==> src/sv/st_pkg.sv <==
// ----------------------------------------------------------------------------
// st_pkg
// Types, codes and per-byte step functions of the script tokenizer.
// ----------------------------------------------------------------------------
package st_pkg;

  typedef enum logic [2:0] {
    M_IDLE  = 3'd0,
    M_SLASH = 3'd1,
    M_LINE  = 3'd2,
    M_BLOCK = 3'd3,
    M_STAR  = 3'd4,
    M_QUOTE = 3'd5,
    M_WORD  = 3'd6
  } mode_t;

  localparam logic [1:0] KIND_CHAR = 2'd0;
  localparam logic [1:0] KIND_END  = 2'd1;
  localparam logic [1:0] KIND_EOF  = 2'd2;

  localparam logic [7:0] CH_NUL    = 8'h00;
  localparam logic [7:0] CH_SPACE  = 8'd32;
  localparam logic [7:0] CH_NL     = 8'h0a;
  localparam logic [7:0] CH_SLASH  = 8'h2f;
  localparam logic [7:0] CH_STAR   = 8'h2a;
  localparam logic [7:0] CH_DQUOTE = 8'h22;
  localparam logic [7:0] CH_SQUOTE = 8'h27;
  localparam logic [7:0] CH_LBRACE = 8'h7b;
  localparam logic [7:0] CH_RBRACE = 8'h7d;
  localparam logic [7:0] CH_LPAREN = 8'h28;
  localparam logic [7:0] CH_RPAREN = 8'h29;
  localparam logic [7:0] CH_COLON  = 8'h3a;

  localparam int unsigned MaxRes = 4;

  typedef struct packed {
    logic [1:0] kind;
    logic [7:0] tbyte;
    logic       quoted;
  } res_t;

  typedef struct packed {
    logic [2:0]        n;
    res_t [MaxRes-1:0] item;
    mode_t             mode;
  } step_t;

  function automatic logic is_space(logic [7:0] b);
    return (b <= CH_SPACE) || b[7];
  endfunction

  function automatic logic is_break(logic [7:0] b, logic colon);
    return (b == CH_LBRACE) || (b == CH_RBRACE) || (b == CH_LPAREN) ||
           (b == CH_RPAREN) || (b == CH_SQUOTE) || (colon && (b == CH_COLON));
  endfunction

  function automatic step_t push(step_t s, logic [1:0] kind, logic [7:0] b, logic q);
    step_t r;
    r = s;
    if (s.n < 3'(MaxRes)) begin
      r.item[s.n[1:0]].kind   = kind;
      r.item[s.n[1:0]].tbyte  = (kind == KIND_CHAR) ? b : CH_NUL;
      r.item[s.n[1:0]].quoted = q;
      r.n = s.n + 3'd1;
    end
    return r;
  endfunction

  function automatic step_t idle_step(step_t s, logic [7:0] b, logic colon);
    step_t r;
    r = s;
    if (b == CH_NUL) begin
      r = push(r, KIND_EOF, CH_NUL, 1'b0);
      r.mode = M_IDLE;
    end else if (is_space(b)) begin
      r.mode = M_IDLE;
    end else if (b == CH_SLASH) begin
      r.mode = M_SLASH;
    end else if (b == CH_DQUOTE) begin
      r.mode = M_QUOTE;
    end else if (is_break(b, colon)) begin
      r = push(r, KIND_CHAR, b, 1'b0);
      r = push(r, KIND_END, CH_NUL, 1'b0);
      r.mode = M_IDLE;
    end else begin
      r = push(r, KIND_CHAR, b, 1'b0);
      r.mode = M_WORD;
    end
    return r;
  endfunction

  function automatic step_t word_step(step_t s, logic [7:0] b, logic colon);
    step_t r;
    r = s;
    if (is_break(b, colon) || is_space(b)) begin
      r = push(r, KIND_END, CH_NUL, 1'b0);
      r = idle_step(r, b, colon);
    end else begin
      r = push(r, KIND_CHAR, b, 1'b0);
      r.mode = M_WORD;
    end
    return r;
  endfunction

  function automatic step_t do_step(mode_t mode, logic [7:0] b, logic colon);
    step_t r;
    r      = '0;
    r.mode = mode;
    case (mode)
      M_SLASH: begin
        if (b == CH_SLASH) begin
          r.mode = M_LINE;
        end else if (b == CH_STAR) begin
          r.mode = M_BLOCK;
        end else begin
          r = push(r, KIND_CHAR, CH_SLASH, 1'b0);
          r = word_step(r, b, colon);
        end
      end
      M_LINE: begin
        if (b == CH_NUL) begin
          r = push(r, KIND_EOF, CH_NUL, 1'b0);
          r.mode = M_IDLE;
        end else if (b == CH_NL) begin
          r.mode = M_IDLE;
        end
      end
      M_BLOCK, M_STAR: begin
        if (b == CH_NUL) begin
          r = push(r, KIND_EOF, CH_NUL, 1'b0);
          r.mode = M_IDLE;
        end else if ((mode == M_STAR) && (b == CH_SLASH)) begin
          r.mode = M_IDLE;
        end else begin
          r.mode = (b == CH_STAR) ? M_STAR : M_BLOCK;
        end
      end
      M_QUOTE: begin
        if (b == CH_DQUOTE) begin
          r = push(r, KIND_END, CH_NUL, 1'b1);
          r.mode = M_IDLE;
        end else if (b == CH_NUL) begin
          r = push(r, KIND_END, CH_NUL, 1'b1);
          r = push(r, KIND_EOF, CH_NUL, 1'b0);
          r.mode = M_IDLE;
        end else begin
          r = push(r, KIND_CHAR, b, 1'b1);
        end
      end
      M_WORD: begin
        r = word_step(r, b, colon);
      end
      default: begin
        r = idle_step(r, b, colon);
      end
    endcase
    return r;
  endfunction

endpackage

==> src/sv/st_if.sv <==
// ----------------------------------------------------------------------------
// st_in_if / st_out_if
// Valid/ready channels for text bytes and tokenizer results.
// ----------------------------------------------------------------------------
interface st_in_if;
  logic       valid;
  logic       ready;
  logic [7:0] data_byte;

  modport source (output valid, output data_byte, input ready);
  modport sink   (input valid, input data_byte, output ready);
endinterface

interface st_out_if;
  logic       valid;
  logic       ready;
  logic [1:0] kind;
  logic [7:0] token_byte;
  logic       quoted;
  logic       last;

  modport source (output valid, output kind, output token_byte, output quoted,
                  output last, input ready);
  modport sink   (input valid, input kind, input token_byte, input quoted,
                  input last, output ready);
endinterface

==> src/sv/script_tokenizer_core.sv <==
// ----------------------------------------------------------------------------
// script_tokenizer_core
// Streaming tokenizer: one text byte in, zero to four result words out.
// ----------------------------------------------------------------------------
// An accepted byte is held in the first stage; its result words then go into
// the result register once that register is free. Throughput: one byte per
// cycle while each byte yields at most one result and dout.ready is high; a
// byte with several results holds the result register until all are taken.
// Reset (rst, synchronous) empties both stages, sets the mode to idle and sets
// colon_is_break to 1.
module script_tokenizer_core
  import st_pkg::*;
(
  input  logic        clk,
  input  logic        rst,
  st_in_if.sink       din,
  st_out_if.source    dout,
  input  logic        psel,
  input  logic        penable,
  input  logic        pwrite,
  input  logic [2:0]  paddr,
  input  logic [31:0] pwdata,
  output logic [31:0] prdata,
  output logic        pready
);

  logic              s1_valid;
  logic [7:0]        s1_byte;
  mode_t             mode;
  logic              colon_is_break;
  logic [2:0]        grp_n;
  res_t [MaxRes-1:0] grp_item;
  logic [1:0]        idx;
  logic              grp_busy;
  logic              last_sel;
  logic              grp_free;
  logic              adv;
  logic              cfg_wr;
  step_t             step;

  assign grp_busy = (grp_n != 3'd0);
  assign last_sel = ({1'b0, idx} == (grp_n - 3'd1));
  assign grp_free = !grp_busy || (dout.ready && last_sel);
  assign adv      = s1_valid && grp_free;
  assign din.ready = !s1_valid || grp_free;

  assign step = do_step(mode, s1_byte, colon_is_break);

  assign dout.valid      = grp_busy;
  assign dout.kind       = grp_item[idx].kind;
  assign dout.token_byte = grp_item[idx].tbyte;
  assign dout.quoted     = grp_item[idx].quoted;
  assign dout.last       = last_sel;

  assign pready = 1'b1;
  assign prdata = {31'b0, colon_is_break};
  assign cfg_wr = psel && penable && pwrite && (paddr[2] == 1'b0);

  always_ff @(posedge clk) begin
    if (rst) begin
      s1_valid       <= 1'b0;
      grp_n          <= 3'd0;
      idx            <= 2'd0;
      mode           <= M_IDLE;
      colon_is_break <= 1'b1;
    end else begin
      if (din.valid && din.ready) begin
        s1_valid <= 1'b1;
      end else if (adv) begin
        s1_valid <= 1'b0;
      end
      if (adv) begin
        grp_n <= step.n;
        idx   <= 2'd0;
        mode  <= step.mode;
      end else if (grp_busy && dout.ready) begin
        if (last_sel) begin
          grp_n <= 3'd0;
        end else begin
          idx <= idx + 2'd1;
        end
      end
      if (cfg_wr) begin
        colon_is_break <= pwdata[0];
      end
    end
  end

  always_ff @(posedge clk) begin
    if (din.valid && din.ready) begin
      s1_byte <= din.data_byte;
    end
    if (adv) begin
      grp_item <= step.item;
    end
  end

endmodule

==> src/flat_wrapper.sv <==
// flat-port wrapper written by rule: the top's interface ports become plain ports
module script_tokenizer_core_flat import st_pkg::*;
  (clk, rst, psel, penable, pwrite, paddr, pwdata, prdata, pready, din_valid, din_data_byte, din_ready, dout_valid, dout_kind, dout_token_byte, dout_quoted, dout_last, dout_ready);
  st_in_if din_i ();
  st_out_if dout_i ();
  input  logic clk;
  input  logic rst;
  input  logic psel;
  input  logic penable;
  input  logic pwrite;
  input  logic [2:0] paddr;
  input  logic [31:0] pwdata;
  output logic [31:0] prdata;
  output logic pready;
  input wire logic [$bits(din_i.valid)-1:0] din_valid;
  input wire logic [$bits(din_i.data_byte)-1:0] din_data_byte;
  output wire logic [$bits(din_i.ready)-1:0] din_ready;
  output wire logic [$bits(dout_i.valid)-1:0] dout_valid;
  output wire logic [$bits(dout_i.kind)-1:0] dout_kind;
  output wire logic [$bits(dout_i.token_byte)-1:0] dout_token_byte;
  output wire logic [$bits(dout_i.quoted)-1:0] dout_quoted;
  output wire logic [$bits(dout_i.last)-1:0] dout_last;
  input wire logic [$bits(dout_i.ready)-1:0] dout_ready;
  assign din_i.valid = din_valid;
  assign din_i.data_byte = din_data_byte;
  assign din_ready = din_i.ready;
  assign dout_valid = dout_i.valid;
  assign dout_kind = dout_i.kind;
  assign dout_token_byte = dout_i.token_byte;
  assign dout_quoted = dout_i.quoted;
  assign dout_last = dout_i.last;
  assign dout_i.ready = dout_ready;
  script_tokenizer_core u_core (.clk(clk), .rst(rst), .din(din_i), .dout(dout_i), .psel(psel), .penable(penable), .pwrite(pwrite), .paddr(paddr), .pwdata(pwdata), .prdata(prdata), .pready(pready));
endmodule
==> config.mk <==
export PLATFORM = sky130hd
export DESIGN_NAME = script_tokenizer_core_flat
export DESIGN_NICKNAME = d
export VERILOG_FILES = /design/src/sv/st_pkg.sv /design/src/sv/st_if.sv /design/src/sv/script_tokenizer_core.sv /design/src/flat_wrapper.sv
export SDC_FILE = /design/constraint.sdc
export NUM_CORES = 1
export LEC_CHECK = 0
export BUFFER_PORTS_ARGS = -buffer_cell sky130_fd_sc_hd__buf_2
export CORE_MARGIN = 4
export CORE_UTILIZATION = 52
export DETAILED_ROUTE_END_ITERATION = 7
export PLACE_DENSITY = 0.81
export SYNTH_ARGS = -nofsm -noshare
export SYNTH_HDL_FRONTEND = slang
export SYNTH_SLANG_ARGS = --single-unit
==> constraint.sdc <==
create_clock -name clk -period 3 [get_ports clk]
set_input_delay 0.45 -clock clk [delete_from_list [all_inputs] [get_ports clk]]
set_output_delay 0.45 -clock clk [all_outputs]
set_load 0.02 [all_outputs]
Word-level counts from Yosys, hierarchy flattened:

Index checks and enable logic that the tools add are counted.

* add/subtract/negate cells: 9
* $mul: 0
* divide/modulo/power cells: 0
* order comparisons: 23
* eq/ne operators: 19
* shift operators: 0
* muxes and demuxes: 173
* bitwise gates (word level): 2
* reductions and logical operators: 38

Operators by type and width (number)
* $mux W47: 39
* $bwmux W44: 30
* $mux W50: 10
* $demux W11 S2: 21
* $pmux W50 S5: 1
* $mux W11: 22
* $mux W3: 32
* $mux W9: 7
* $eq A8 B6 Y1 const B: 7
* $mux W45: 1
* $lt A2 B3 Y1 const B: 8
* $bmux W11 S2: 1
* $add A3 B1 Y3 const B: 7
* $lt A3 B3 Y1 const B: 7
* $eq A8 B7 Y1 const B: 2
* $logic_and A1 B1 Y1: 16
* $ge A2 B1 Y1 const B: 7
* $eq A3 B3 Y1 const B: 3
* $logic_or A1 B1 Y1: 9
* $mux W1: 9
* $eq A8 B4 Y1 const B: 1
* $le A8 B6 Y1 const B: 1
* $logic_not A8 Y1: 1
* $eq A3 B2 Y1 const B: 2
* other kinds (13): 20

* register bits: 62
* bits in latches: 0
* bits in writable memories: 0
* memory bits (read-only): 0
* bits of input ports: 50
* memories kept: 0

Logic depth before layout (Yosys ltp):

* depth after elaboration: 49
* depth in mapped cells: 8

Least setup slack after synthesis:

OpenSTA, ideal clock, no wires.

* path type: register -> register
* from: reg u_core.s1_byte[4]
* to: reg u_core.mode[0]
* library setup time: 0.119 ns
* arrival time: 2.100 ns
* data required time: 2.881 ns
* setup slack: 0.781 ns
* cell stages (with the launch flop): 9
* buffers on the path: 3
* path through: edfxtp_1 > buf_6 > or4b_1 > buf_6 > buf_8 > o41a_1 > o21ai_1 > nand3_1 > o221a_1

* longest elaborated chain between the ends: 11

Ends and longest elaborated chain
* start: declaration: line script_tokenizer_core.sv:28 `logic [7:0] s1_byte;`
* start signal: assignment: line script_tokenizer_core.sv:91 `s1_byte <= din.data_byte;`
* branches (longest 11 deep; another with $le A8 B6 Y1)
* end signal: assignment: line script_tokenizer_core.sv:75 `mode <= step.mode;`
* end: declaration: line script_tokenizer_core.sv:29 `mode_t mode;`

Several ways; the timed one is not identified.
A chain may end at the register's enable or synchronous reset.

==> flow_metrics.env <==
export IMPL_reg2regPathDepth=5
export IMPL_n_antenna_cell=0
export IMPL_worst_path_max_fanout=12
export IMPL_yosysTopAreaCell="edfxtp_1"
export IMPL_start_kind="flop"
export IMPL_timing_final_ws_setup_ps=403
export IMPL_synth_compound_area_frac=0.182
export IMPL_synth_seq_cells=50
export IMPL_r2r_setup_slack_ps=400
export IMPL_wl_met2_um=3010
export IMPL_regToRegEndpoint="u_core.grp_item[1]$_DFFE_PP_"
export IMPL_antenna_found_initial=0
export IMPL_wl_met1_um=2670
export IMPL_arrival_ps=2620
export IMPL_sw_frac_of_total=0.291
export IMPL_endpoint="u_core.grp_item[1]$_DFFE_PP_"
export IMPL_num_rows=27
export IMPL_critical_path_startpoint="u_core.s1_byte[1]$_DFFE_PP_"
export IMPL_routed_wl_um=6380
export IMPL_r2r_start="u_core.s1_byte[1]$_DFFE_PP_"
export IMPL_port_buffers=31
export IMPL_fin_crit_sh=0.866
export IMPL_setup_viol=0
export IMPL_max_cap_violations=0
export IMPL_power_leakage_nw=1.25
export IMPL_clkLatencyLatePin_ps=310
export IMPL_rsz0062_at_grt="false"
export IMPL_ys_flop_type="edfxtp_1"
export IMPL_power_switching_mw=0.472
export IMPL_die_h_um=85.0
export IMPL_first_pass_iters=6
export IMPL_cts_root_buf="clkbuf_8"
export IMPL_numCtsBuffers=5
export IMPL_top_layer_used="met4"
export IMPL_worstPathCellList="nor4bb_1 -> a32o_1 -> a31oi_1 -> a311oi_1 -> o21ai_0"
export IMPL_outcome="finished clean"
export IMPL_synth_top_family_by_area="compound AO/OA/AOI/OAI gates"
export IMPL_dp_worst_setup_slack_ps=527
export IMPL_dp_hpwl_um=4750
export IMPL_fill_cells=501
export IMPL_critPathRequiredTime_ps=3030
export IMPL_cts_sinks=50
export IMPL_p_per_area_nw_per_um2=495
export IMPL_grt_max_degree=29
export IMPL_synthArstFlopShare=0
export IMPL_htreeDepth=2
export IMPL_grt_first_pass_wirelength_um=10500
export IMPL_worstSetupPathType="reg2reg"
export IMPL_design_die_area_um2=7230
export IMPL_max_stage_delay_ps=610
export IMPL_synthCells=314
export IMPL_cts_resized=0
export IMPL_intPower_mw=1.15
export IMPL_end_kind="flop"
export IMPL_post_route_drc_count=0
export IMPL_final_net_count=392
export IMPL_io_pins=97
export IMPL_comb_power_share=0.186
export IMPL_seqPwrFrac=0.519
export IMPL_hold_violations=0
export IMPL_slowest_stage="edfxtp_1"
export IMPL_core_area_um2=5640
export IMPL_timing_fmax_ghz=0.385
export IMPL_postCtsHoldBufs=0
export IMPL_synth_most_common_cell="edfxtp_1"
export IMPL_first_global_vias=2272
export IMPL_synth_area_leaders="edfxtp_1 39%, buf_4 8.0%, dfxtp_1 6.5%"
export IMPL_hp_class="in2reg"
export IMPL_vias=2418
export IMPL_initial_core_util=0.547
export IMPL_seq_area_frac_synth=0.454
export IMPL_ant_nets=0
export IMPL_total_power_mw=1.62
export IMPL_slew_viol_final=0
export IMPL_ys_types=64
export IMPL_fin_setup_tns_ps=0
export IMPL_hold_ws_ps=310
export IMPL_synth_fa_ha_area_frac=0.00811
export IMPL_slew_headroom=0.549
export IMPL_p_clk_frac=0.295
export IMPL_worstMarginPinSlew_ps=675
export IMPL_cts_tree="done"
export IMPL_synth_avg_cell_area_um2=9.82
export IMPL_path_clk_slew_ps=90
export IMPL_gp_congestion=0.930
export IMPL_synth_mux_area_frac=0.0430
export IMPL_drive_above_1_share=0.170
export IMPL_cts_buffer_depth=2
export IMPL_grt_usage=0.180
export IMPL_wl_per_cell_um=15.5
export IMPL_yosys_area_share_simple=0.156
export IMPL_timing_final_crit_period_ps=2600
export IMPL_synth_edf_count=40
export IMPL_netlist_top_cells_count="40 x edfxtp_1, 33 x buf_4, 27 x o21ai_0, 23 x nand2_1, 16 x a21oi_1"
export IMPL_skew_ps=6.53
export IMPL_synthesis_area_um2=3080
export IMPL_synth_xor_area_share=0.0227
export IMPL_yosysWarnings=0
export IMPL_yosys_area_top_type_share=0.389
export IMPL_ir_worst_vdd_uv=236
export IMPL_routed_via_density=5.85
export IMPL_overflow=0
export IMPL_die_x_um=85.0
export IMPL_post_cts_buffers=0
export IMPL_syn2layout_area_growth_pct=6.21
export IMPL_drt_iter0_drc=212
export IMPL_wl_met3_um=582
-- area by class of cell --
cell class                      count  area [µm²]  area share
Clock buffer                        5        68.8      0.0210
Clock inverter                      3        43.8      0.0134
Inverter                           14        52.6      0.0160
Multi-Input combinational cell    229        1400       0.426
Sequential cell                    50        1400       0.428
Tap cell                           72        90.1      0.0275
Timing Repair Buffer               40         223      0.0680
-- per-layer routing --
layer | global-route usage | vias to the layer above
li1 | - | 1147
met2 | 0.297 | 138
met4 | 0.0748 | 0
met3 | 0.0369 | 13
met5 | 0 | -
met1 | 0.230 | 1120
-- metrics by stage --
stage | cell area (µm²) | cells | util
final | 3280 | 413 | 0.581
after global routing | 3280 | 413 | 0.581
after CTS | 3280 | 413 | 0.581
after detailed placement | 3160 | 405 | 0.561
after global placement | 3160 | 405 | 0.561
after floorplan | 3200 | 346 | -
-- worst min path at each step --
stage,to,cells past startpoint,slack [ps],start
floorplan,u_core.colon_is_break$_SDFFE_PP1P_,2,470,u_core.colon_is_break$_SDFFE_PP1P_
global placement,u_core.grp_n[2]$_SDFFE_PP0P_,2,490,u_core.grp_n[2]$_SDFFE_PP0P_
detailed placement,u_core.grp_n[2]$_SDFFE_PP0P_,2,500,u_core.grp_n[2]$_SDFFE_PP0P_
CTS,u_core.s1_byte[1]$_DFFE_PP_,1,300,din_data_byte[1]
global route,u_core.s1_byte[1]$_DFFE_PP_,1,300,din_data_byte[1]
finish,u_core.s1_byte[1]$_DFFE_PP_,1,310,din_data_byte[1]
-- sequential cells by signal, summed over array words and instances (netlist names) --
name,count
u_core.s1_valid,1
u_core.grp_item,32
u_core.mode,3
u_core.idx,2
u_core.grp_n,3
u_core.s1_byte,8
u_core.colon_is_break,1
-- placed cells by master (no fill, tap or decap), drive strengths merged, types with 3 or more instances in the layout --
| master | instances |
|---|---|
| or3 | 3 |
| dfxtp | 10 |
| nor2b | 3 |
| a311oi | 4 |
| and2 | 4 |
| a31oi | 4 |
| a21oi | 16 |
| inv | 15 |
| buf | 40 |
| o21ai | 28 |
| xor2 | 6 |
| mux2i | 11 |
| a21boi | 3 |
| nand2 | 24 |
| clkbuf | 5 |
| edfxtp | 40 |
| nor3b | 3 |
| nor2 | 15 |
| nor3 | 13 |
| nand3 | 8 |
| conb | 34 |
| nand4 | 5 |
-- cell families after synthesis --
| logic type | Yosys count |
|---|---|
| and+or+nand+nor | 91 |
| AOI/OAI and AO/OA | 82 |
| muxes | 12 |
| buffers and inverters | 67 |
| DFF | 50 |
| xor gates and xnor gates | 8 |
| other | 2 |
| adders and majority gates | 2 |
-- critical path, delay by kind of cell, from the launching register on --
| family | cells | cell delay, ps |
|---|---|---|
| AOI/OAI and AO/OA | 4 | 1270 |
| DFF | 1 | 610 |
| and+or+nand+nor | 1 | 420 |
-- power by group through the flow --
stage               registers [mW]  clock network [mW]  logic, mW
CTS                          0.840               0.485      0.298
global placement             0.853                   0      0.290
finish                       0.842               0.478      0.302
detailed placement           0.856                   0      0.297
floorplan                    0.826                   0      0.281
global route                 0.847               0.522      0.334
Power figures use the tool's default switching activity.
